`src/hdl/epn_pkg.sv`:
```
`timescale 1ns / 1ps
// ----------------------------------------------------------------------------
// epn_pkg
// Shared constants and command codes for the embedding pooling block.
// ----------------------------------------------------------------------------
package epn_pkg;

    localparam int DEF_MAX_DIM = 1024;
    localparam int DEF_MAX_SEQ = 512;

    localparam int VAL_W   = 16;  // hidden and embedding value width
    localparam int IDX_W   = 10;  // element index port width
    localparam int MODE_W  = 2;
    localparam int SEQ_W   = 10;
    localparam int DIM_W   = 11;
    localparam int CFG_W   = 11;  // widest configuration register
    localparam int CFGI_W  = 2;
    localparam int NUM_W   = 48;  // divider dividend width
    localparam int DEN_W   = 32;  // divider divisor width
    localparam int NORM_W  = 24;  // integer square root of a 48-bit value
    localparam int CMD_DEPTH = 4;

    // configuration register indexes
    localparam logic [CFGI_W-1:0] REG_POOLING_MODE     = 2'd0;
    localparam logic [CFGI_W-1:0] REG_NORMALIZE_ENABLE = 2'd1;
    localparam logic [CFGI_W-1:0] REG_SEQ_LEN          = 2'd2;
    localparam logic [CFGI_W-1:0] REG_DIM_IN_USE       = 2'd3;

    // pooling modes
    localparam logic [MODE_W-1:0] MODE_FIRST = 2'd0;
    localparam logic [MODE_W-1:0] MODE_MEAN  = 2'd1;
    localparam logic [MODE_W-1:0] MODE_LAST  = 2'd2;

    // command codes from front to back
    localparam logic [1:0] OP_NOP   = 2'd0;
    localparam logic [1:0] OP_WRITE = 2'd1;
    localparam logic [1:0] OP_ADD   = 2'd2;
    localparam logic [1:0] OP_FETCH = 2'd3;

endpackage

```
`src/hdl/epn_front.sv`:
```
`timescale 1ns / 1ps
// ----------------------------------------------------------------------------
// epn_front
// Accepts items, tracks token and dimension position, issues commands.
// ----------------------------------------------------------------------------
module epn_front
    import epn_pkg::*;
#(
    parameter int MAX_DIM = DEF_MAX_DIM,
    parameter int MAX_SEQ = DEF_MAX_SEQ,
    parameter int CMD_W   = 8
) (
    input  logic                    i_clk,
    input  logic                    i_rst_n,
    input  logic                    i_accept,
    input  logic                    i_kind,
    input  logic signed [VAL_W-1:0] i_hidden_value,
    input  logic                    i_token_valid,
    input  logic [MODE_W-1:0]       i_pooling_mode,
    input  logic                    i_normalize_enable,
    input  logic [SEQ_W-1:0]        i_seq_len,
    input  logic [DIM_W-1:0]        i_dim_in_use,
    output logic                    o_cmd_push,
    output logic [CMD_W-1:0]        o_cmd
);
    localparam int AW  = $clog2(MAX_DIM);
    localparam int TW  = $clog2(MAX_SEQ);
    localparam int DCW = $clog2(MAX_DIM + 1);
    localparam int SCW = $clog2(MAX_SEQ + 1);

    localparam logic PH_LOAD = 1'b0;
    localparam logic PH_READ = 1'b1;

    typedef struct packed {
        logic [1:0]       op;
        logic             flag;   // finalize after a feed, last on a fetch
        logic [AW-1:0]    addr;
        logic [VAL_W-1:0] value;
        logic             mean;
        logic             norm;
        logic [DCW-1:0]   dim;
        logic [SCW-1:0]   vcnt;
    } t_cmd;

    logic           r_phase, n_phase;
    logic [AW-1:0]  r_dim_cnt, n_dim_cnt;
    logic [TW-1:0]  r_tok_cnt, n_tok_cnt;
    logic [AW-1:0]  r_rd_ptr, n_rd_ptr;
    logic [SCW-1:0] r_vcnt, n_vcnt;
    logic [DCW-1:0] eff_dim;
    logic [SCW-1:0] eff_seq;
    t_cmd           cmd;
    logic           push;

    always_comb begin
        if (i_dim_in_use == '0) begin
            eff_dim = DCW'(1);
        end else if (32'(i_dim_in_use) > 32'(MAX_DIM)) begin
            eff_dim = DCW'(MAX_DIM);
        end else begin
            eff_dim = DCW'(i_dim_in_use);
        end
        if (i_seq_len == '0) begin
            eff_seq = SCW'(1);
        end else if (32'(i_seq_len) > 32'(MAX_SEQ)) begin
            eff_seq = SCW'(MAX_SEQ);
        end else begin
            eff_seq = SCW'(i_seq_len);
        end
    end

    always_comb begin
        n_phase   = r_phase;
        n_dim_cnt = r_dim_cnt;
        n_tok_cnt = r_tok_cnt;
        n_rd_ptr  = r_rd_ptr;
        n_vcnt    = r_vcnt;
        push      = 1'b0;
        cmd.op    = OP_NOP;
        cmd.flag  = 1'b0;
        cmd.addr  = r_dim_cnt;
        cmd.value = i_hidden_value;
        cmd.mean  = !(i_pooling_mode == MODE_FIRST || i_pooling_mode == MODE_LAST);
        cmd.norm  = i_normalize_enable;
        cmd.dim   = eff_dim;
        cmd.vcnt  = r_vcnt;
        if (i_accept && !i_kind && r_phase == PH_LOAD) begin
            push = 1'b1;
            case (i_pooling_mode)
                MODE_FIRST: begin
                    if (r_tok_cnt == '0) cmd.op = OP_WRITE;
                end
                MODE_LAST: begin
                    if (r_tok_cnt == '0 || i_token_valid) cmd.op = OP_WRITE;
                end
                default: begin
                    if (i_token_valid) cmd.op = OP_ADD;
                end
            endcase
            if (r_dim_cnt == '0 && i_token_valid) begin
                n_vcnt = r_vcnt + 1'b1;
            end
            cmd.vcnt = n_vcnt;
            if (DCW'(r_dim_cnt) + 1'b1 >= eff_dim) begin
                n_dim_cnt = '0;
                if (SCW'(r_tok_cnt) + 1'b1 >= eff_seq) begin
                    n_tok_cnt = '0;
                    cmd.flag  = 1'b1;
                    n_phase   = PH_READ;
                    n_rd_ptr  = '0;
                end else begin
                    n_tok_cnt = r_tok_cnt + 1'b1;
                end
            end else begin
                n_dim_cnt = r_dim_cnt + 1'b1;
            end
        end else if (i_accept && i_kind && r_phase == PH_READ) begin
            push     = 1'b1;
            cmd.op   = OP_FETCH;
            cmd.addr = r_rd_ptr;
            if (DCW'(r_rd_ptr) + 1'b1 >= eff_dim) begin
                cmd.flag  = 1'b1;
                n_phase   = PH_LOAD;
                n_rd_ptr  = '0;
                n_vcnt    = '0;
                n_dim_cnt = '0;
                n_tok_cnt = '0;
            end else begin
                n_rd_ptr = r_rd_ptr + 1'b1;
            end
        end
    end

    assign o_cmd_push = push;
    assign o_cmd      = CMD_W'(cmd);

    always_ff @(posedge i_clk) begin
        if (!i_rst_n) begin
            r_phase   <= PH_LOAD;
            r_dim_cnt <= '0;
            r_tok_cnt <= '0;
            r_rd_ptr  <= '0;
            r_vcnt    <= '0;
        end else begin
            r_phase   <= n_phase;
            r_dim_cnt <= n_dim_cnt;
            r_tok_cnt <= n_tok_cnt;
            r_rd_ptr  <= n_rd_ptr;
            r_vcnt    <= n_vcnt;
        end
    end
endmodule

```
`config.mk`:
```
export PLATFORM = sky130hd
export DESIGN_NAME = epn_front
export DESIGN_NICKNAME = d
export VERILOG_FILES = /design/src/hdl/epn_pkg.sv /design/src/hdl/epn_front.sv
export SDC_FILE = /design/constraint.sdc
export NUM_CORES = 1
export LEC_CHECK = 0
export ABC_AREA = 1
export BUFFER_PORTS_ARGS = -buffer_cell sky130_fd_sc_hd__buf_2
export CORE_MARGIN = 8
export CORE_UTILIZATION = 40
export DETAILED_ROUTE_END_ITERATION = 7
export MAX_ROUTING_LAYER = met4
export PLACE_DENSITY = 0.7
export REMOVE_ABC_BUFFERS = 1
export SKIP_LAST_GASP = 1
export SLEW_MARGIN = 0
export SYNTH_ARGS = -nofsm -noshare
export SYNTH_HDL_FRONTEND = slang
export SYNTH_SLANG_ARGS = --single-unit
```
`constraint.sdc`:
```
create_clock -name i_clk -period 9.2 [get_ports i_clk]
set_input_delay 2.76 -clock i_clk [delete_from_list [all_inputs] [get_ports i_clk]]
set_output_delay 2.76 -clock i_clk [all_outputs]
set_load 0.03 [all_outputs]
```
# Word level (Yosys, flattened, before mapping)

Cells that the tools add are included.

Register bits: 40
Bits in latches: 0
RAM bits: 0
ROM bits: 0
Output and inout port bits: 9
Logic and storage cells: 63
Memories kept: 0

$add $sub $neg: 7
Multipliers: 0
Divide/modulo/power cells: 0
$lt $le $gt $ge: 5
Eq/ne operators: 2
Shift-type cells: 0
Muxes and demuxes: 28
Bitwise logic cells: 1
Reduce and logical (&&, ||, !) cells: 15

Operators with widths:

| kind                                                                    | number |
|---|---|
| 10-bit two-way mux                                                      | 13 |
| 9-bit two-way mux                                                       | 5 |
| 10-bit by 1-bit adder with 10-bit output, second input constant         | 3 |
| 10-bit by 1-bit adder with 11-bit output, second input constant         | 2 |
| 11-bit >= comparator                                                    | 2 |
| 11-bit two-way mux                                                      | 2 |
| 10-bit logical NOT                                                      | 2 |
| 11-bit greater-than comparator, second input constant                   | 1 |
| 11-bit logical NOT                                                      | 1 |
| 9-bit by 1-bit adder with 10-bit output, second input constant          | 1 |
| 10-bit >= comparator                                                    | 1 |
| 10-bit greater-than comparator, second input constant                   | 1 |
| 9-bit by 1-bit adder with 9-bit output, second input constant           | 1 |
| 8-bit two-way mux                                                       | 1 |
| 1-bit two-way mux                                                       | 7 |
| 3-bit AND reduction                                                     | 2 |
| 1-bit logical AND                                                       | 5 |
| 2-bit by 1-bit inequality test with 1-bit output, second input constant | 2 |
| 4-bit AND reduction                                                     | 1 |
| 2-bit nonzero test                                                      | 2 |
| 2-bit AND reduction                                                     | 1 |
| 1-bit logical NOT                                                       | 1 |
| 1-bit NOT                                                               | 1 |

# Logic depth before layout (Yosys ltp)

Gate-level depths: netlist (run 1).

Word-level depth: 7
Depth in mapped cells: 20

# Least setup slack after synthesis (run 1)

Ideal clock, no wire load.

Kind: input to output
Start point: in i_accept
End point: out o_cmd[0]
Arrival time: 3,938 ps
Required time: 6,440 ps
Slack: 2,502 ps
Cell stages on the path: 6
Buffers on the path: 1
Cells stage by stage: inv_1 > nor2_4 > nand2_4 > inv_1 > clkbuf_1 > o21ai_0

Word-level cells in the longest chain between the ends: 3

RTL lines:

| what                            | line            | source |
|---|---|---|
| start: declaration              | epn_front.sv:15 | `input logic i_accept,` |
| 1-bit logical AND (2 in series) | epn_front.sv:87 | `if (i_accept && !i_kind && r_phase == PH_LOAD) begin` |
| 8-bit two-way mux               | epn_front.sv:87 |  |
| end: declaration                | epn_front.sv:24 | `output logic [CMD_W-1:0] o_cmd` |

Every way passes these cells.

# Final worst setup path (run 1)

Start point: in i_accept
End point: out o_cmd[3]

Same word-level chain as after synthesis.

==> run metrics, run 1 <==
die height=110 um; Least-Margin Pin Slew=636 ps; Pleak=2.08 nW; CP startpoint kind=primary input; Min-Delay Path Class=flop to flop; dpl hpwl=6430 um; PwrDens=138 mW/mm^2; Slowest cell on crit path=inv_1; RSZ-0062 raised after global routing=no; Post-route DRC=0; Synth cell types=27; Final nets=681; GRT Resource Usage Total=14.9%; Tcrit/Tclk final=73.3%; drt pass-1 iters=4; FF+latch count, synth=38; CTS tree=yes; Hold Worst Slack=501 ps; Initial Utilization=40.7%; row count=34; Yosys top cell by area=dfxtp_1; Sink Count=38; crit-path cells=buf_2 > inv_1 > nor2_4 > nand2_4 > inv_1 > o211ai_1 > o21ai_0 > buf_2; fin crit period=6740 ps; clk_lat worst skew=300 ps; fill count=910; CORE AREA=0.00859 sq mm; Post-synth EDFFs=0; die footprint=0.0120 sq mm; Pins Over Slew Limit=0; root buf cell=clkbuf_8; Synth Cell Area=0.00350 sq mm; CP Data Required Time=6440 ps; setup tns final=0 ps; Post-synth ARST share=0%; layout cells sized above 1=9.50%; Routed WL per cell=11.6 um; CTS Buf Count=5; vias per inst=4.95; CTS Buffer Depth=2; sequential area share after synthesis=21.7%; Slowest Stage Delay on Critical Path=360 ps; Die X=110 um; CP max FO=16; Slew HR=57.5%; ys flop type=dfxtp_1; H-tree depth=2; fmax=148 MHz; Vias=3507; Syn Area/Cell=6.14 sq um; Initial DRC Count=162; Placer Congestion=0.893; Post-DP Area=0.00372 sq mm; IO Port Bufs=34; clk slew on worst S/H paths=80 ps; Setup crit end kind=output pin; vias in the first global route=3254; ranking of synthesized cells by area=dfxtp_1 (22%), nand2_1 (18%), ha_1 (13%), inv_1 (10%), nor2_1 (6.8%); largest net degree at the start of global routing=27; Final ANT Viol Nets=0; ANT cells=0; VDD IR max=0.0593 mV; Post-CTS Hold Buffers=0; post-CTS setup buffer count=0; Post-Route Skew=5.71 ps; I/O Pins=54; first-pass GRT wire length=14300 um; top-area cell type share of the netlist area=21.7%; initial antenna violation count=0; Max Cap Viol=0; wirelength, routed=8200 um; final hold vios=0; critical path arrival=3980 ps; aggregate global routing overflow=0; Syn Inst Count=570; post-CTS sizing=0; kind of critical path=primary input to output pin; YS warnings=0; status=finished, final reports clean; Final setup viols=0; Syn-to-layout area delta=10.3%; Post-Layout Inst Area=0.00386 sq mm
==> cell type report <==
cell class | instances | area [sq um] | area share, %
timing repair buffer | 34 | 170 | 4.41
clock buffer | 5 | 68.8 | 1.78
sequential | 38 | 761 | 19.7
tap | 108 | 135 | 3.50
inverter | 97 | 364 | 9.43
multi-input combinational | 423 | 2290 | 59.4
clock inverter | 3 | 68.8 | 1.78
==> cells in the mapped netlist, drive strengths merged (2+ instances only) <==
cell / count
nand2: 171
inv: 96
nor2: 68
dfxtp: 38
ha: 37
nand3: 33
a21oi: 31
nand4: 22
xor2: 21
o21ai: 20
buf: 8
nor3: 8
nor4: 5
clkbuf: 4
o211ai: 3
o21bai: 2
==> registers in the layout, indices dropped and copies added, names as in the netlist <==
name       flops
r_dim_cnt     10
r_phase        1
r_rd_ptr      10
r_tok_cnt      9
r_vcnt         8
==> routing by layer <==
metal / up-vias / part of all wire, % / global-route usage, % / wire [um]
met5: - / 0 / - / 0
met4: 0 / 1.4 / 5.11 / 116
met3: 10 / 3.7 / 1.93 / 306
met2: 54 / 49 / 25.1 / 3980
met1: 1580 / 46 / 17.9 / 3790
li1: 1863 / - / - / -
==> report_power, final <==
part	total, mW	internal (mW)	switching [mW]
Sequential	0.190	0.177	0.0127
Combinational	0.164	0.0556	0.109
Clock	0.177	0.109	0.0680
==> final timing paths <==
check	from	end	slack, ps	cells past startpoint
max	i_accept	o_cmd[3]	2460	8
min	r_vcnt[6]	r_vcnt[6]	500	2
max reg2reg	r_rd_ptr[0]	r_dim_cnt[4]	5560	16
min reg2reg	r_vcnt[6]	r_vcnt[6]	500	2
==> placed cells by master, fill, tap and decap left out <==
master	Yosys	final
nand2_1	164	164
inv_1	96	96
nor2_1	63	63
dfxtp_1	38	38
ha_1	37	37
buf_2	3	34
nand3_1	32	32
a21oi_1	31	31
nand4_1	22	22
xor2_1	21	21
o21ai_0	20	20
nor3_1	7	7
nand2_2	6	6
nor4_1	5	5
clkbuf_8	0	5
o211ai_1	3	3
nor2_2	3	3
nor2_4	2	2
o21bai_1	2	2
bufinv_16	0	2
or2_2	1	1
a31oi_1	1	1
nand2_4	1	1
clkinv_1	1	1
nor3_4	1	1
nand3_4	1	1
clkinv_4	0	1
==> worst max-delay path: cells and delay by family <==
family | cells | cell delay (ps)
simple gates | 2 | 190
compound gates | 2 | 290
buf+inv | 4 | 720
==> kinds of logic after synthesis <==
group / count (synthesis) / synth area share [%]
simple gates: 308 / 38.5
xor+xnor: 21 / 5.26
flops: 38 / 21.7
compound gates: 57 / 8.54
buf+inv: 109 / 12.8
fa+ha+maj: 37 / 13.2
==> through the flow <==
stage / worst slack, ps / util, % / std cells / total power, mW
after detailed placement: 2460 / 43.3 / 700 / 0.358
after global placement: 2490 / 43.3 / 700 / 0.352
final: 2460 / 44.9 / 708 / 0.531
after floorplan: 2600 / - / 558 / 0.314
after global routing: 2260 / 44.9 / 708 / 0.571
after CTS: 2460 / 44.9 / 708 / 0.535
Note: power is estimated with default switching activity, not from simulation.
==> inputs of run 2 (changes only) <==
- ABC_AREA: 1 -> 0
- clock period: 9.2 -> 6.3 ns (I/O delays scaled with it)
==> run 2 against run 1 <==
Utilization down 0.13 points. Die area is 5.8% lower. Wire length is 6.6% lower. First-iteration DRC count down 44%. Power grew 3.7%. Clock skew decreased by 2.2 ps. Sequential share of layout area rose by 1.4 points.
==> run metrics, run 2 <==
status=finished, final reports clean; top-area cell type share of the netlist area=23.3%; Buf+Inv Stages, Crit Path=2; total power=0.550 mW; Min-Delay Path Class=flop to flop; Post-synth EDFFs=0; most common cell after layout, fill and taps aside=nand2_1; die height=106 um; Synth Cell Area=0.00326 sq mm; wirelength, routed=7660 um; fin crit period=5320 ps; Synth top cells by count=nand2_1 (73), dfxtp_1 (38), ha_1 (37); Yosys top cell by area=dfxtp_1; fill count=824; I/O Pins=54; kind of critical path=primary input to output pin; Post-CTS Hold Buffers=0; FF+latch count, synth=38; CP max FO=9; ys flop type=dfxtp_1; layout cells sized above 1=14.3%; Die X=106 um; Routed WL per cell=14.2 um; setup tns final=0 ps; most frequent cells in the layout=nand2_1 (73), dfxtp_1 (38), ha_1 (37); Least-Margin Pin Slew=756 ps; Pins Over Slew Limit=0; YS warnings=0; Pleak=1.58 nW; Slowest cell on crit path=nor3b_2; ANT cells=0; Synth cell types=60; clk_lat worst skew=290 ps; critical path arrival=3430 ps; Vias=2973; Syn Inst Count=408; H-tree depth=2; Hold Worst Slack=478 ps; IO Port Bufs=34; Initial DRC Count=91; Post-route DRC=0; Sink Count=38; Tcrit/Tclk final=84.4%; dpl hpwl=5940 um; final hold vios=0; PwrDens=153 mW/mm^2; Initial Utilization=40.5%; largest net degree at the start of global routing=48; Slew HR=49.6%; Post-synth ARST share=0%; Post-Place Setup Slack=952 ps; GRT Resource Usage Total=14.1%; post-CTS sizing=0; fmax=188 MHz; Final WS setup=983 ps; Max Cap Viol=0; Slowest Stage Delay on Critical Path=460 ps; root buf cell=clkbuf_8; Reg area=761 sq um; Syn Area/Cell=7.99 sq um; Regs by FF count=r_dim_cnt (10), r_rd_ptr (10), r_tok_cnt (9); crit-path cells=buf_2 > nor3b_2 > nand2_2 > nor2_1 > nand3_1 > xnor2_1 > buf_2; critical path's most frequent cell=buf_2; area of the multi-input gates=0.00240 sq mm; initial antenna violation count=0; CTS Buf Count=5; clk slew on worst S/H paths=80 ps; aggregate global routing overflow=0; CORE AREA=0.00805 sq mm; VDD IR max=0.0711 mV; row count=33; ranking of synthesized cells by area=dfxtp_1 (23%), ha_1 (14%), nand2_1 (8.4%), xnor2_1 (5.1%), xor2_1 (4.8%); first-pass GRT wire length=13200 um; drt pass-1 iters=4; top-count cell post-synth=nand2_1; CTS tree=yes; die footprint=0.0113 sq mm; Final setup viols=0; Post-Route Skew=3.49 ps; vias per inst=5.51; post-CTS setup buffer count=0; Setup crit end kind=output pin; Syn-to-layout area delta=10.5%; Top delay family on crit path=simple AND/OR/NAND/NOR gates; sequential area share after synthesis=23.3%; Final nets=517; Final ANT Viol Nets=0; CP startpoint kind=primary input; CP Data Required Time=4410 ps; RSZ-0062 raised after global routing=no; Placer Congestion=0.830; CTS Buffer Depth=2; vias in the first global route=2851; Final Core Density=44.8%
run 2: power breakdown:
group / leakage, nW / internal, mW / switching (mW)
combinational: 1.21 / 0.0317 / 0.0574
sequential: 0.307 / 0.243 / 0.00414
clock: 0.0573 / 0.127 / 0.0876
run 2: layout make-up:
type	count	share of cell area, %
Timing Repair Buffer	35	4.93
Sequential cell	38	21.1
Inverter	7	0.729
Multi-Input combinational cell	348	66.5
Clock buffer	6	2.29
Clock inverter	1	0.833
Tap cell	105	3.64
run 2: kinds of logic after synthesis:
kind of cell / share of synthesized area (%)
adder cells (fa/ha/maj): 14.2
AO/OA/AOI/OAI: 17.5
XOR/XNOR: 9.93
buffers and inverters: 3.18
flip-flops: 23.3
AND/OR/NAND/NOR: 30.3
multiplexers: 1.53
run 2: final timing paths:
check	start	to	slack [ps]	cells after the start
hold reg to reg	r_vcnt[7]	r_vcnt[7]	480	1
setup reg to reg	r_rd_ptr[0]	r_rd_ptr[7]	2720	13
hold / removal	r_vcnt[7]	r_vcnt[7]	480	1
setup / recovery	i_kind	o_cmd[6]	980	7
run 2: layer usage:
| layer | vias up | routed length, um | global-route usage (%) |
|---|---|---|---|
| met1 | 1387 | 3580 | 16.9 |
| met2 | 36 | 3830 | 24.3 |
| met3 | 8 | 199 | 2.48 |
| met4 | 0 | 52 | 2.91 |
| met5 | - | 0 | - |
| li1 | 1542 | - | - |
run 2: per-stage QoR:
| stage | area [sq um] | std cells |
|---|---|---|
| global placement | 3490 | 533 |
| floorplan | 3180 | 393 |
| finish | 3610 | 540 |
| CTS | 3610 | 540 |
| global route | 3610 | 540 |
| detailed placement | 3490 | 533 |
==> inputs of run 3 (changes only) <==
- ABC_AREA: 0 -> 1
- clock period: 6.3 -> 5.3 ns (I/O delays scaled with it)
==> run 3 against run 2 <==
Via count up 19%. Wire length up 8.1%. Critical path depth down 1. Sequential share of layout area down 1.4 points. First-iteration DRC count up 81%. Clock power up 44%. Utilization up 0.22 points. Final area up 7.3%.
==> run metrics, run 3 (synthesis gave the netlist of run 1 again) <==
Routed WL per cell=11.7 um; Die X=110 um; placed insts=701; clk_lat worst skew=300 ps; IO Port Bufs=34; die height=110 um; Worst Reg-to-Reg Cells=18; Slowest cell on crit path=clkinv_1; clk slew on worst S/H paths=90 ps; CP startpoint kind=primary input; Final setup viols=0; aggregate global routing overflow=0; Post-Layout Inst Area=0.00387 sq mm; drt pass-1 iters=5; critical path's most frequent cell=buf_2; initial antenna violation count=0; CORE AREA=0.00859 sq mm; Cells on Worst Hold Path=2; Top delay family on crit path=buffers and inverters; largest net degree at the start of global routing=27; fin crit period=4450 ps; CTS tree=yes; wirelength, routed=8270 um; CP Data Required Time=3710 ps; Vias=3545; R2R setup slack=1940 ps; most frequent cells in the layout=nand2_1 (164), inv_1 (96), nor2_1 (63); Pleak=2.09 nW; worst r2r dst=r_dim_cnt[6]; post-CTS setup buffer count=0; Min-Delay Path Class=flop to flop; Tcrit/Tclk final=84.0%; Initial DRC Count=165; Post-Route Skew=5.86 ps; row count=34; die footprint=0.0120 sq mm; crit-path cells=buf_2 > nand3_1 > clkinv_1 > o211ai_1 > o21ai_0 > buf_2; dpl hpwl=6460 um; Final nets=682; I/O Pins=54; Regs by FF count=r_dim_cnt (10), r_rd_ptr (10), r_tok_cnt (9); GRT Resource Usage Total=15.1%; Placer Congestion=0.896; Least-Margin Pin Slew=512 ps; CTS Buffer Depth=2; Setup crit end kind=output pin; vias in the first global route=3419; PwrDens=239 mW/mm^2; Post-route DRC=0; RSZ-0062 raised after global routing=no; Post-CTS Hold Buffers=0; Post-DP Area=0.00373 sq mm; status=finished, final reports clean; first-pass GRT wire length=14500 um; most common cell after layout, fill and taps aside=nand2_1; setup tns final=0 ps; layout cells sized above 1=9.65%; fin cells=709; kind of critical path=primary input to output pin; vias per inst=5.00; fmax=225 MHz; root buf cell=clkbuf_8; Syn-to-layout area delta=10.5%; CP max FO=9; critical path arrival=2860 ps; VDD IR max=0.105 mV; CTS Buf Count=5; fill count=878; hold path start=r_vcnt[5]; Reg area=761 sq um; H-tree depth=2; Slowest Stage Delay on Critical Path=300 ps; Final ANT Viol Nets=0; Buf+Inv Stages, Crit Path=3; Slew HR=65.8%; area of the multi-input gates=0.00229 sq mm; Max Cap Viol=0; final hold vios=0; total power=0.926 mW; Initial Utilization=40.7%; ANT cells=0; end of the worst hold path=r_vcnt[5]; Sink Count=38; RR Startpoint=r_rd_ptr[0]; Pins Over Slew Limit=0; post-CTS sizing=0
## run 3: layout make-up
cell class                 instances  area share [%]
tap                              108            3.49
timing repair buffer              35            4.59
multi-input combinational        423            59.3
sequential                        38            19.7
clock buffer                       5            1.78
clock inverter                     3            1.78
inverter                          97            9.41
## run 3: per-stage QoR
step	setup WS, ps	utilization, %	hold slack [ps]
final	848	45.0	503
after global routing	715	45.0	525
after CTS	860	45.0	501
after detailed placement	860	43.4	489
after global placement	924	43.4	469
after floorplan	1040	-	459
## run 3: worst max path at each step
stage,start,end,slack [ps],cells past startpoint
after CTS,i_accept,o_cmd[3],860,8
after floorplan,i_accept,o_cmd[0],1040,5
after global routing,i_accept,o_cmd[0],710,8
after detailed placement,i_accept,o_cmd[3],860,8
after global placement,i_accept,o_cmd[3],920,8
final,i_token_valid,o_cmd[3],850,6
## run 3: report_power, final
part	switching (mW)	internal, mW	leakage [nW]
clock network	0.120	0.189	0.0683
logic	0.190	0.0984	1.71
registers	0.0217	0.307	0.310
## run 3: worst reg2reg max path, cell delays in order, from the launching register on
cell	delay (ps)
dfxtp_1	450
ha_1	220
nand2_1	60
nor2_1	190
nand4_1	180
nor2_1	150
xor2_1	150
inv_1	90
ha_1	320
nand2_1	70
nand2_1	40
nand2_1	50
nand2_1	40
a21oi_1	130
nand4_1	350
nand2_2	520
nand2_1	90
o21ai_0	90
nor2_1	60
## run 3: layer usage
metal	part of all wire, %	track usage [%]
met5	0	-
met4	1.3	4.73
met3	3.5	1.93
met2	50	27.0
met1	45	17.1
