<file path="src/hdl/epn_pkg.sv">
`timescale 1ns / 1ps
// ----------------------------------------------------------------------------
// epn_pkg
// Shared constants and command codes for the embedding pooling block.
// ----------------------------------------------------------------------------
package epn_pkg;

    localparam int DEF_MAX_DIM = 1024;
    localparam int DEF_MAX_SEQ = 512;

    localparam int VAL_W   = 16;  // hidden and embedding value width
    localparam int IDX_W   = 10;  // element index port width
    localparam int MODE_W  = 2;
    localparam int SEQ_W   = 10;
    localparam int DIM_W   = 11;
    localparam int CFG_W   = 11;  // widest configuration register
    localparam int CFGI_W  = 2;
    localparam int NUM_W   = 48;  // divider dividend width
    localparam int DEN_W   = 32;  // divider divisor width
    localparam int NORM_W  = 24;  // integer square root of a 48-bit value
    localparam int CMD_DEPTH = 4;

    // configuration register indexes
    localparam logic [CFGI_W-1:0] REG_POOLING_MODE     = 2'd0;
    localparam logic [CFGI_W-1:0] REG_NORMALIZE_ENABLE = 2'd1;
    localparam logic [CFGI_W-1:0] REG_SEQ_LEN          = 2'd2;
    localparam logic [CFGI_W-1:0] REG_DIM_IN_USE       = 2'd3;

    // pooling modes
    localparam logic [MODE_W-1:0] MODE_FIRST = 2'd0;
    localparam logic [MODE_W-1:0] MODE_MEAN  = 2'd1;
    localparam logic [MODE_W-1:0] MODE_LAST  = 2'd2;

    // command codes from front to back
    localparam logic [1:0] OP_NOP   = 2'd0;
    localparam logic [1:0] OP_WRITE = 2'd1;
    localparam logic [1:0] OP_ADD   = 2'd2;
    localparam logic [1:0] OP_FETCH = 2'd3;

endpackage

</file>
<file path="src/hdl/epn_fifo.sv">
`timescale 1ns / 1ps
// ----------------------------------------------------------------------------
// epn_fifo
// Short command queue between the front and the back.
// ----------------------------------------------------------------------------
module epn_fifo
    import epn_pkg::*;
#(
    parameter int W = 8
) (
    input  logic         i_clk,
    input  logic         i_rst_n,
    input  logic         i_push,
    input  logic [W-1:0] i_wdata,
    input  logic         i_pop,
    output logic [W-1:0] o_rdata,
    output logic         o_full,
    output logic         o_empty
);
    localparam int PW = $clog2(CMD_DEPTH);
    localparam int CW = $clog2(CMD_DEPTH + 1);

    logic [W-1:0]  r_mem [CMD_DEPTH];
    logic [PW-1:0] r_wp, r_rp;
    logic [CW-1:0] r_cnt;
    logic          do_push, do_pop;

    assign o_full  = (r_cnt == CW'(CMD_DEPTH));
    assign o_empty = (r_cnt == '0);
    assign do_push = i_push && !o_full;
    assign do_pop  = i_pop && !o_empty;
    assign o_rdata = r_mem[r_rp];

    always_ff @(posedge i_clk) begin
        if (do_push) begin
            r_mem[r_wp] <= i_wdata;
        end
    end

    always_ff @(posedge i_clk) begin
        if (!i_rst_n) begin
            r_wp  <= '0;
            r_rp  <= '0;
            r_cnt <= '0;
        end else begin
            if (do_push) begin
                r_wp <= (r_wp == PW'(CMD_DEPTH - 1)) ? '0 : r_wp + 1'b1;
            end
            if (do_pop) begin
                r_rp <= (r_rp == PW'(CMD_DEPTH - 1)) ? '0 : r_rp + 1'b1;
            end
            if (do_push && !do_pop) begin
                r_cnt <= r_cnt + 1'b1;
            end else if (do_pop && !do_push) begin
                r_cnt <= r_cnt - 1'b1;
            end
        end
    end
endmodule

</file>
<file path="config.mk">
export PLATFORM = sky130hd
export DESIGN_NAME = epn_fifo
export DESIGN_NICKNAME = d
export VERILOG_FILES = /design/src/hdl/epn_pkg.sv /design/src/hdl/epn_fifo.sv
export SDC_FILE = /design/constraint.sdc
export NUM_CORES = 1
export LEC_CHECK = 0
export ABC_AREA = 1
export BUFFER_PORTS_ARGS = -buffer_cell sky130_fd_sc_hd__buf_2
export CAP_MARGIN = 0
export CORE_MARGIN = 2
export CORE_UTILIZATION = 40
export DETAILED_ROUTE_END_ITERATION = 6
export PLACE_DENSITY = 0.69
export SYNTH_ARGS = -nofsm -noshare
export SYNTH_HDL_FRONTEND = slang
export SYNTH_SLANG_ARGS = --single-unit
</file>
<file path="constraint.sdc">
create_clock -name i_clk -period 5 [get_ports i_clk]
set_clock_uncertainty 0.2 [all_clocks]
set_input_delay 1 -clock i_clk [delete_from_list [all_inputs] [get_ports i_clk]]
set_output_delay 1 -clock i_clk [all_outputs]
set_load 0.005 [all_outputs]
</file>
## Yosys cells after proc, flatten, opt, wreduce, memory -nomap -nowiden

Memory sizes are Yosys's and may differ from the RTL's. A register that Yosys moved wholly into a read port is not among the register bits.
Cells that the tools add are included.

- Bits of input ports: 12
- Memory bits (read-only): 0
- Memory bits (writable): 32
- Memories kept: 1
- Bits in registers: 7
- Output and inout bits: 10
- Latch bits: 0
- Word-level logic and storage cells: 29

Memories:

| name | words | width | read ports | clocked after memory_dff | wr ports | RTL line | RTL |
|---|---|---|---|---|---|---|---|
| r_mem | 4 | 8 | 1 | 1 | 1 | epn_fifo.sv:23 | `logic [W-1:0] r_mem [CMD_DEPTH];` |

- Multiply operators: 0
- Bitwise operators: 0
- Reduce and logical (&&, ||, !) cells: 10
- Equal/unequal tests: 3
- Shift-type cells: 0
- Order comparisons: 0
- Divide/modulo/power cells: 0
- Add/subtract/negate cells: 4
- Muxes and demuxes: 8

Operator list:

| cell | count |
|---|---|
| 2-bit two-way mux | 4 |
| 3-bit two-way mux | 2 |
| 2-bit by 1-bit adder with 2-bit output, second input constant | 2 |
| 2-bit == test, second input constant | 2 |
| 1-bit logical AND | 4 |
| 1-bit logical NOT | 4 |
| 3-bit by 1-bit adder with 3-bit output, second input constant | 1 |
| 3-bit == test, second input constant | 1 |
| 3-bit logical NOT | 1 |
| 3-bit by 1-bit subtractor with 3-bit output, second input constant | 1 |
| 1-bit two-way mux | 2 |
| 2-bit nonzero test | 1 |

## Depth between registers and ports, before layout

Gate-level depths: netlist of the first run.

- Word-level depth: 7
- Gate-level depth with buffers: 13
- Depth with buffers taken out: 13

## Worst setup path after synthesis of the first run

Ideal clock, no wire load.

- Path kind: input-to-reg
- From: input port i_push
- To: register r_cnt[1]
- Library setup time: 116 ps
- Arrival: 2003 ps
- Stages: 7
- Setup slack: 2682 ps
- Cell sequence: nand2_2 inv_1 ha_1 inv_1 fa_1 o21ai_0 nor2_1

- Cells in the longest elaborated chain, start to end: 4
- Elaborated cells on any way between the ends: 6
- Those cells by class: mux: 1; reduce/logical: 5

Ends and longest elaborated chain:

| element | RTL line | RTL |
|---|---|---|
| start, declared | epn_fifo.sv:13 | `input logic i_push,` |
| 1-bit logical AND * | epn_fifo.sv:30 | `assign do_push = i_push && !o_full;` |
| named net do_push | epn_fifo.sv:26 | `logic do_push, do_pop;` |
| 1-bit logical NOT | epn_fifo.sv:54 | `end else if (do_pop && !do_push) begin` |
| 1-bit logical AND | epn_fifo.sv:54 |  |
| 2-bit nonzero test (no line) | -- |  |
| end signal, assigned | epn_fifo.sv:53 | `r_cnt <= r_cnt + 1'b1;` |
| end signal, assigned | epn_fifo.sv:55 | `r_cnt <= r_cnt - 1'b1;` |
| end, declared | epn_fifo.sv:25 | `logic [CW-1:0] r_cnt;` |

The timed path passes the listed nets; every way through them passes the cells marked *.
A chain may end at the register's enable or synchronous reset.

==> results of run 1 <==
==> worst min-delay path by stage <==
stage / slack, ns / end / cells after the start
after floorplan: 0.28 / r_cnt[0]$_SDFFE_PN0P_ / 2
after global placement: 0.29 / r_cnt[0]$_SDFFE_PN0P_ / 2
after detailed placement: 0.32 / r_cnt[0]$_SDFFE_PN0P_ / 2
after CTS: 0.34 / r_cnt[0]$_SDFFE_PN0P_ / 2
after global routing: 0.37 / r_cnt[0]$_SDFFE_PN0P_ / 2
final: 0.33 / r_cnt[0]$_SDFFE_PN0P_ / 2
==> cells in the mapped netlist <==
master and n:
nand3b_1 1, o21ai_0 14, buf_6 2, ha_1 6, dfxtp_1 9, nand2_2 1, nor2_1 33, edfxtp_1 32
inv_1 18, nand3_1 1, fa_1 1, nand2_1 14, o21ai_2 3, a21oi_1 2, nand4_1 1, inv_2 1
o22ai_1 8, o21ai_1 1
==> sequential cells by signal (all words and copies together), names as in the netlist, named ones only <==
signal,cells
r_cnt,3
r_mem,32
r_wp,2
r_rp,2
==> cell usage in the layout, fill, tap and decap left out <==
cell type and instances:
o21ai_0 14, a21oi_1 2, clkinv_1 1, nand4_1 1, nand3_1 1, nand2_1 14, o21ai_1 1, buf_2 21
fa_1 1, ha_1 6, inv_1 18, nor2_1 33, dfxtp_1 9, o21ai_2 3, clkbuf_8 5, edfxtp_1 32
o22ai_1 8, nand2_2 1, inv_2 1, clkbuf_1 1, nand3b_1 1, bufinv_16 1
==> where the power goes <==
group          switching, mW  leakage (nW)  total, mW  internal, mW
registers             0.0420         0.368      0.466         0.424
clock network          0.104        0.0528      0.251         0.147
logic                  0.173         0.364      0.286         0.114
total                  0.319         0.785       1.00         0.685
==> critical path: stages, from the launching register on <==
cell and delay, ns:
dfxtp_1 0.67, inv_2 0.26, o21ai_0 0.23, o22ai_1 0.09, buf_2 0.13
==> stage by stage <==
step	area, um2	hold WS [ns]
floorplan	1693	0.2801
global placement	1838	0.2914
detailed placement	1838	0.3217
CTS	1944	0.3354
global route	1944	0.3671
finish	1944	0.3259
==> metal layers <==
layer,vias to the layer above,global-route usage [%],routed length [um]
met5,-,0,0
met3,6,5.848,182
met2,30,23.82,1425
met1,496,15.90,1277
met4,0,5.229,48
li1,551,-,-
==> kinds of logic after synthesis <==
group | share of synthesized area (%)
fa+ha+maj | 5.617
simple gates | 11.90
flops | 67.41
compound gates | 9.535
buf+inv | 5.543
==> layout make-up <==
| class | count | area share, % |
|---|---|---|
| well taps | 50 | 3.218 |
| multi-input cells | 86 | 23.55 |
| repair buffers | 21 | 5.405 |
| clock buffers | 6 | 3.732 |
| flip-flops and latches | 41 | 58.69 |
| inverters | 19 | 3.668 |
| clock inverters | 2 | 1.737 |
==> impl_metrics.ini, run 1 <==
[clock_network]
post-cts-setup-buffers = 0
cts_tree = done
h-tree-depth = 2
path_clk_slew_ns = 0.07
holdBufCountCts = 0
ctsResizeCount = 0
clockBufferDepth = 2
clock-sinks = 41
cts_buffers = 5
clk_latency_ns = 0.29
cts_root_buf = clkbuf_8

[finish]
seq_area_um2 = 1141
finalNonFillerCells = 225
multi_input_area_um2 = 457.9
antenna_cells = 0
syn_to_final_growth_pct = 14.86
layout.nets = 193
fillCellCount = 378
final_util_pct = 48.26
post_route_cells_drive_above_1_share_pct = 18.29

[pwr]
p_per_area_nw_per_um2 = 516.1
p_leak_nw = 0.7850
peakVddDrop_uv = 208.5
power_mw = 1.003

[die]
io_pins = 22
fp.coreArea_um2 = 4029
die_y_um = 69.06
die_x_um = 69.06
initial_utilization_pct = 42.02
num_rows = 23
die_area_um2 = 4769

[global_route]
grt_antenna_before_repair = 0
overflow = 0
track_usage_pct = 14.09
grt_pass1_wl_um = 5175
first_global_vias = 1140
grt_max_degree = 18

[setup_path]
r2r-start = r_cnt[1]$_SDFFE_PN0P_
critPathRequiredTime_ns = 3.80
crit_path_end_kind = output pin
arrival_ns = 1.66
reg2reg_slack_ns = 2.91
crit_path_end = o_rdata[0]
ff2ff_path_depth = 9
crit_type = flip-flop to output pin
cp_max_fo = 17
worstReg2RegEnd = r_cnt[1]$_SDFFE_PN0P_
cp-start-kind = flip-flop

[yosys]
syn_nets = 167
synth.distinct_cells = 18
yosys_warnings = 0
yosysTopAreaCell = edfxtp_1
ys_top_cells_by_area = edfxtp_1, dfxtp_1, nor2_1
netlist_area_um2 = 1693
syn_inst = 148
yosysSeqAreaShare_pct = 67.41
syn_avg_cell_area_um2 = 11.44
synth_top_area_share_pct = 56.76
ys_ff_latch = 41

[route]
drtAntennaViolNets = 0
viasPerCell = 4.813
drt_wl_total_um = 2933
wl_per_cell_um = 13.04
drtPass1Iterations = 4
drt_iter0_drc = 45
num_vias = 1083
drc = 0

[sta]
worst_slack_ns = 2.138
setup_tns_ns = 0
worstMarginPinSlew_ns = 0.8063
setup_viol = 0
timing.final.crit_period_ns = 2.862
hold_viol_final = 0
max_slew_margin_pct = 46.05
timing.final.max_slew_violations = 0
max_freq_mhz = 349.4
fin_crit_sh_pct = 57.23
rsz0062_at_grt = no

[run_status]
status = complete, no violations

[placed_design]
dp_hpwl_um = 2047
gp_congestion = 0.6958
dp.cells = 217
io_buffers = 21
pre_cts_ws_ns = 2.404

[job]
max-cap-violations = 0

[hold_path]
hold_class = flip-flop to flip-flop
hp-start = r_cnt[0]$_SDFFE_PN0P_
Power figures use the tool's default switching activity.
==> run 2: changes to the inputs <==
--- a/config.mk
+++ b/config.mk
@@ -5,13 +5,13 @@
 export SDC_FILE = /design/constraint.sdc
 export NUM_CORES = 1
 export LEC_CHECK = 0
-export ABC_AREA = 1
+export ABC_AREA = 0
 export BUFFER_PORTS_ARGS = -buffer_cell sky130_fd_sc_hd__buf_2
 export CAP_MARGIN = 0
 export CORE_MARGIN = 2
 export CORE_UTILIZATION = 40
 export DETAILED_ROUTE_END_ITERATION = 6
-export PLACE_DENSITY = 0.69
+export PLACE_DENSITY = 0.71
 export SYNTH_ARGS = -nofsm -noshare
 export SYNTH_HDL_FRONTEND = slang
 export SYNTH_SLANG_ARGS = --single-unit
==> constraint.sdc (replaced) <==
create_clock -name i_clk -period 2.4 [get_ports i_clk]
set_clock_uncertainty 0.2 [all_clocks]
set_input_delay 0.48 -clock i_clk [delete_from_list [all_inputs] [get_ports i_clk]]
set_output_delay 0.48 -clock i_clk [all_outputs]
set_load 0.005 [all_outputs]
==> run 2 against run 1 <==
  * Synthesized cell count is 37% lower
  * Area after synthesis is 3.7% lower
  * Critical path type is now flip-flop to flip-flop
  * Cell count is 24% lower
  * Core utilization is 0.53 points lower
  * Register-to-register slack worse by 2.8 ns
  * Final area is 2.5% lower
  * Routed wire length is 16% lower
  * Die area is 3.5% lower
  * Sequential share of layout area is 1.6 points higher
  * Via count is 23% lower
  * Largest power group unchanged
  * Clock power is 68% higher
  * Non-clock buffer count is 3 higher
==> impl_metrics.ini, run 2 <==
[clock_network]
clockBufferDepth = 2
path_clk_slew_ns = 0.07
cts_buffers = 5
cts_tree = done
h-tree-depth = 2
cts_root_buf = clkbuf_8
clock-sinks = 41
clk_latency_ns = 0.29

[job]
max-cap-violations = 0

[route]
drt_iter0_drc = 60
wl_per_cell_um = 14.39
drtAntennaViolNets = 0
viasPerCell = 4.854
drt_wl_total_um = 2460
drc = 0
drtPass1Iterations = 3
num_vias = 830

[finish]
finalNonFillerCells = 171
antenna_cells = 0
final_common_cell = edfxtp_1
multi_input_area_um2 = 467.9
final_util_pct = 47.73
fillCellCount = 368
syn_to_final_growth_pct = 16.27
layout.nets = 139
post_route_cells_drive_above_1_share_pct = 36.36
final_cell_mix = edfxtp_1, buf_2, mux4_2
reg_top3 = r_mem (32), r_cnt (3)
seq_area_um2 = 1144
largest_reg_flops = 32
regMostFlops = r_mem

[setup_path]
arrival_ns = 2.25
cp_cell_sequence = o31ai_2 -> ha_1 -> inv_1 -> fa_1 -> xor2_1 -> or3_1 -> a21boi_0
cp-start-kind = flip-flop
path_delay_family = adder cells
critPathRequiredTime_ns = 2.41
max_stage_delay_ns = 0.37
cp_num_buf_inv = 1
setup.worst_path.start = r_cnt[1]$_SDFFE_PN0P_
r2r-start = r_cnt[1]$_SDFFE_PN0P_
critical_path.slowest_cell = fa_1
crit_path_end_kind = flip-flop
crit_type = flip-flop to flip-flop
ff2ff_path_depth = 7
path_depth = 7
worstReg2RegEnd = r_cnt[2]$_SDFFE_PN0P_
crit_path_end = r_cnt[2]$_SDFFE_PN0P_
cp_max_fo = 5
reg2reg_slack_ns = 0.15

[placed_design]
dp_hpwl_um = 1740
io_buffers = 21
dp.cells = 163
gp_congestion = 0.6929

[pwr]
p_per_area_nw_per_um2 = 970.0
p_leak_nw = 0.6925
peakVddDrop_uv = 395.7

[yosys]
syn_nets = 112
synthAdderAreaFrac_pct = 5.833
synthArstFlopShare_pct = 0
yosysMostFrequentCell = edfxtp_1
syn_avg_cell_area_um2 = 17.53
synth_xor_area_share_pct = 1.074
synth-edff-count = 32
synth.distinct_cells = 23
syn_inst = 93
ys_ff_latch = 41
ys_top_cells_by_area = edfxtp_1, dfxtp_1, mux4_2
yosysSeqAreaShare_pct = 69.99
synth_flop_cell = edfxtp_1
synthTopCellsByCount = edfxtp_1, dfxtp_1, mux4_2, ha_1, nand2_1
synth_top_family_by_area = multiplexers
muxShareOfSynthArea_pct = 12.89
synthSimpleGateAreaFrac_pct = 6.600
yosysTopAreaCell = edfxtp_1
synth_top_area_share_pct = 58.94
netlist_area_um2 = 1630
yosys_warnings = 0
synth_compound_area_share_pct = 1.842

[die]
fp.coreArea_um2 = 3971
io_pins = 22
initial_utilization_pct = 41.05
die_x_um = 67.84
die_y_um = 67.84
die_area_um2 = 4602
num_rows = 23

[global_route]
grt_pass1_wl_um = 4008
grt_max_degree = 13
first_global_vias = 877
track_usage_pct = 12.65
overflow = 0
grt_antenna_before_repair = 0

[run_status]
status = complete, no violations

[sta]
max_freq_mhz = 445.4
setup_tns_ns = 0
fin_crit_sh_pct = 93.56
hold_viol_final = 0
setup_viol = 0
worstMarginPinSlew_ns = 0.4314
max_slew_margin_pct = 71.24
timing.final.max_slew_violations = 0
timing.final.crit_period_ns = 2.245
rsz0062_at_grt = no

[hold_path]
hold_class = input port to flip-flop
run 2: final cells by class:
class,instances,share of cell area (%)
flip-flops and latches,41,60.33
multi-input cells,45,24.69
repair buffers,24,6.733
clock buffers,6,3.828
well taps,50,3.300
inverters,3,0.5941
clock inverters,2,0.5281
run 2: cells by family (layout without fill, tap and decap cells):
logic type,after synthesis,count (layout)
flops,41,41
simple gates,20,20
mux,11,11
fa+ha+maj,7,7
buf+inv,7,35
compound gates,5,5
xor+xnor,2,2
run 2: routing by layer:
| metal | global-route usage, % | vias up | wire [um] |
|---|---|---|---|
| met5 | 0 | - | 0 |
| met4 | 5.250 | 0 | 42 |
| met3 | 5.263 | 6 | 149 |
| met2 | 23.28 | 21 | 1343 |
| met1 | 12.42 | 403 | 925 |
| li1 | - | 400 | - |
run 2: timing repair:
| item | CTS | global route |
|---|---|---|
| setup endpoints to repair | 0 | 1 |
| hold buffers | 0 | 0 |
| gates resized for setup | 0 | 4 |
| endpoints found under the hold margin | 0 | 0 |
| setup buffers | 0 | 0 |
run 2: worst reg2reg max path, delay by kind of cell, from the launching register on:
| kind | cells | cell delay [ns] |
|---|---|---|
| adder cells (fa/ha/maj) | 2 | 0.61 |
| AO/OA/AOI/OAI | 2 | 0.47 |
| flip-flops | 1 | 0.36 |
| AND/OR/NAND/NOR | 1 | 0.30 |
| XOR/XNOR | 1 | 0.16 |
| buffers and inverters | 1 | 0.06 |
run 2: where the power goes:
| group | switching, mW | internal [mW] | leakage, nW |
|---|---|---|---|
| clock | 0.221 | 0.201 | 0.0450 |
| combinational | 0.211 | 0.261 | 0.280 |
| sequential | 0.0681 | 0.877 | 0.368 |
run 2: how the worst min path moves through the flow:
stage,startpoint,to,slack (ns),depth (start not counted)
5_1_grt,i_wdata[7],r_mem[3][7]$_DFFE_PP_,0.20,1
2_1_floorplan,r_wp[1]$_SDFFE_PN0P_,r_wp[1]$_SDFFE_PN0P_,0.27,2
4_1_cts,i_wdata[3],r_mem[0][3]$_DFFE_PP_,0.19,1
3_3_place_gp,r_wp[1]$_SDFFE_PN0P_,r_wp[1]$_SDFFE_PN0P_,0.28,2
3_5_place_dp,r_wp[1]$_SDFFE_PN0P_,r_wp[1]$_SDFFE_PN0P_,0.31,2
6_report,i_wdata[3],r_mem[0][3]$_DFFE_PP_,0.20,1
run 2: through the flow:
step	power, mW	setup WS, ns	area, um2	hold slack, ns
after floorplan	1.261	0.1071	1630	0.2677
after global routing	1.955	0.01451	1896	0.2020
after detailed placement	1.438	0.04169	1803	0.3066
after CTS	1.860	0.03257	1886	0.1942
after global placement	1.410	0.1865	1803	0.2837
final	1.839	0.1546	1896	0.2018
==> run 3: changes to the inputs <==
==> constraint.sdc (replaced) <==
create_clock -name i_clk -period 2.4 [get_ports i_clk]
set_clock_uncertainty 0.2 [all_clocks]
set_input_delay 0.36 -clock i_clk [delete_from_list [all_inputs] [get_ports i_clk]]
set_output_delay 0.36 -clock i_clk [all_outputs]
set_load 0.005 [all_outputs]
==> run 3 against run 2 <==
  * Critical path type unchanged
  * Count of clock-buffer cells in the layout decreased by 1
  * Combinational power about the same
  * Die area unchanged
  * Non-clock buffer count unchanged
  * Largest power group unchanged
  * Highest routed layer unchanged
  * Cell count decreased by 0.58%
  * Critical endpoint unchanged
  * Core utilization increased by 0.54 points
==> impl_metrics.ini, run 3 (same netlist as run 2, synthesis figures left out) <==
[job]
max-cap-violations = 0

[route]
routed.top_layer = met4
drc = 0
wl_per_cell_um = 14.16
met1_length_um = 965
viasPerCell = 4.929
num_vias = 838
drtAntennaViolNets = 0
route.met2.wl_um = 1251
drt_iter0_drc = 35
met3WireLength_um = 158
drt_wl_total_um = 2408
drtPass1Iterations = 4

[finish]
finalNonFillerCells = 170
post_route_cells_drive_above_1_share_pct = 36.67
design_area_um2 = 1917
layout.nets = 139
regMostFlops = r_mem
final_cell_mix = edfxtp_1, buf_2, mux4_2
largest_reg_flops = 32
reg_top3 = r_mem (32), r_cnt (3)
syn_to_final_growth_pct = 17.57
final_common_cell = edfxtp_1
antenna_cells = 0
fillCellCount = 356
final_util_pct = 48.27

[clock_network]
post-cts-setup-buffers = 0
clockBufferDepth = 2
cts_buffers = 5
h-tree-depth = 2
clock-sinks = 41
clk_latency_ns = 0.28
cts_tree = done
path_clk_slew_ns = 0.07
cts_root_buf = clkbuf_8

[sta]
fin_crit_sh_pct = 93.68
timing.final.max_slew_violations = 0
setup_tns_ns = 0
max_freq_mhz = 444.8
setup_viol = 0
hold_viol_final = 0
max_slew_margin_pct = 72.03
worst_slack_ns = 0.1516
worstMarginPinSlew_ns = 0.4196
whs_ns = 0.09060
rsz0062_at_grt = no
timing.final.crit_period_ns = 2.248

[hold_path]
holdPathEnd = r_mem[2][3]$_DFFE_PP_
hp-start = i_wdata[3]
worstHoldPathCells = 1
hold_class = input port to flip-flop

[global_route]
track_usage_pct = 11.90
first_global_vias = 883
grt_pass1_wl_um = 3877
grt_antenna_before_repair = 0
grt_max_degree = 13
overflow = 0

[setup_path]
arrival_ns = 2.26
cp_max_fo = 5
crit_path_end_kind = flip-flop
ff2ff_path_depth = 7
cp-start-kind = flip-flop
worstReg2RegEnd = r_cnt[2]$_SDFFE_PN0P_
critPathRequiredTime_ns = 2.41
reg2reg_slack_ns = 0.15
crit_type = flip-flop to flip-flop
r2r-start = r_cnt[1]$_SDFFE_PN0P_

[pwr]
power_mw = 1.928
p_per_area_nw_per_um2 = 1006
clkPwrFrac_pct = 26.5
combPwrFrac_pct = 24.5
swShare_pct = 25.37
p_leak_nw = 0.7016
p_switching_uw = 489.1
p_int_mw = 1.439
peakVddDrop_uv = 518.2
power_frac_seq_pct = 49.0

[die]
die_x_um = 67.84
die_y_um = 67.84
io_pins = 22
initial_utilization_pct = 41.05
num_rows = 23
fp.coreArea_um2 = 3971
die_area_um2 = 4602

[placed_design]
pre_cts_ws_ns = 0.04013
dp.cells = 163
gp_congestion = 0.6969
io_buffers = 21
dp_hpwl_um = 1772
place_area_um2 = 1803

[run_status]
status = complete, no violations
-- run 3: changes by cell type in the layout (fill, tap and decap cells not counted), sizes merged --
cell	delta
clkinv	-1
bufinv	+1
clkbuf	-1
-- run 3: power by group through the flow --
stage	logic [mW]	clock network [mW]	registers (mW)
floorplan	0.330	0	0.931
global placement	0.460	0	0.946
detailed placement	0.481	0	0.957
CTS	0.481	0.525	0.941
global route	0.536	0.547	0.958
finish	0.471	0.512	0.945
-- run 3: repair_timing --
item | CTS | global route
hold buffers | 0 | 0
endpoints found under the setup margin | 0 | 1
gates resized for setup | 0 | 4
-- run 3: worst max-delay path by stage --
stage                          start                    end  slack (ns)  depth (start not counted)
6_report       r_cnt[1]$_SDFFE_PN0P_  r_cnt[2]$_SDFFE_PN0P_        0.15                          7
4_1_cts        r_cnt[0]$_SDFFE_PN0P_  r_cnt[2]$_SDFFE_PN0P_        0.03                          7
2_1_floorplan  r_cnt[0]$_SDFFE_PN0P_  r_cnt[2]$_SDFFE_PN0P_        0.11                          7
3_3_place_gp   r_cnt[0]$_SDFFE_PN0P_  r_cnt[2]$_SDFFE_PN0P_        0.23                          7
3_5_place_dp   r_cnt[0]$_SDFFE_PN0P_  r_cnt[2]$_SDFFE_PN0P_        0.04                          7
5_1_grt        r_cnt[1]$_SDFFE_PN0P_  r_cnt[2]$_SDFFE_PN0P_        0.03                          7
-- run 3: final cells by class --
class	count	area, um2	area share [%]
Sequential cell	41	1144	59.66
Multi-Input combinational cell	45	467.9	24.41
Timing Repair Buffer	24	127.6	6.658
Clock buffer	5	68.82	3.590
Tap cell	50	62.56	3.264
Clock inverter	2	35.03	1.828
Inverter	3	11.26	0.5875
-- run 3: critical path: stages, from the launching register on --
cell,delay (ns)
dfxtp_2,0.35
o31ai_2,0.30
ha_1,0.23
inv_1,0.06
fa_1,0.38
xor2_1,0.17
or3_1,0.31
a21boi_0,0.17
-- run 3: metal layers --
metal  up-vias  global-route usage, %
li1        401                      -
met1       407                  12.40
met2        25                  20.96
met3         5                  4.934
met4         0                  5.250
met5         -                      0
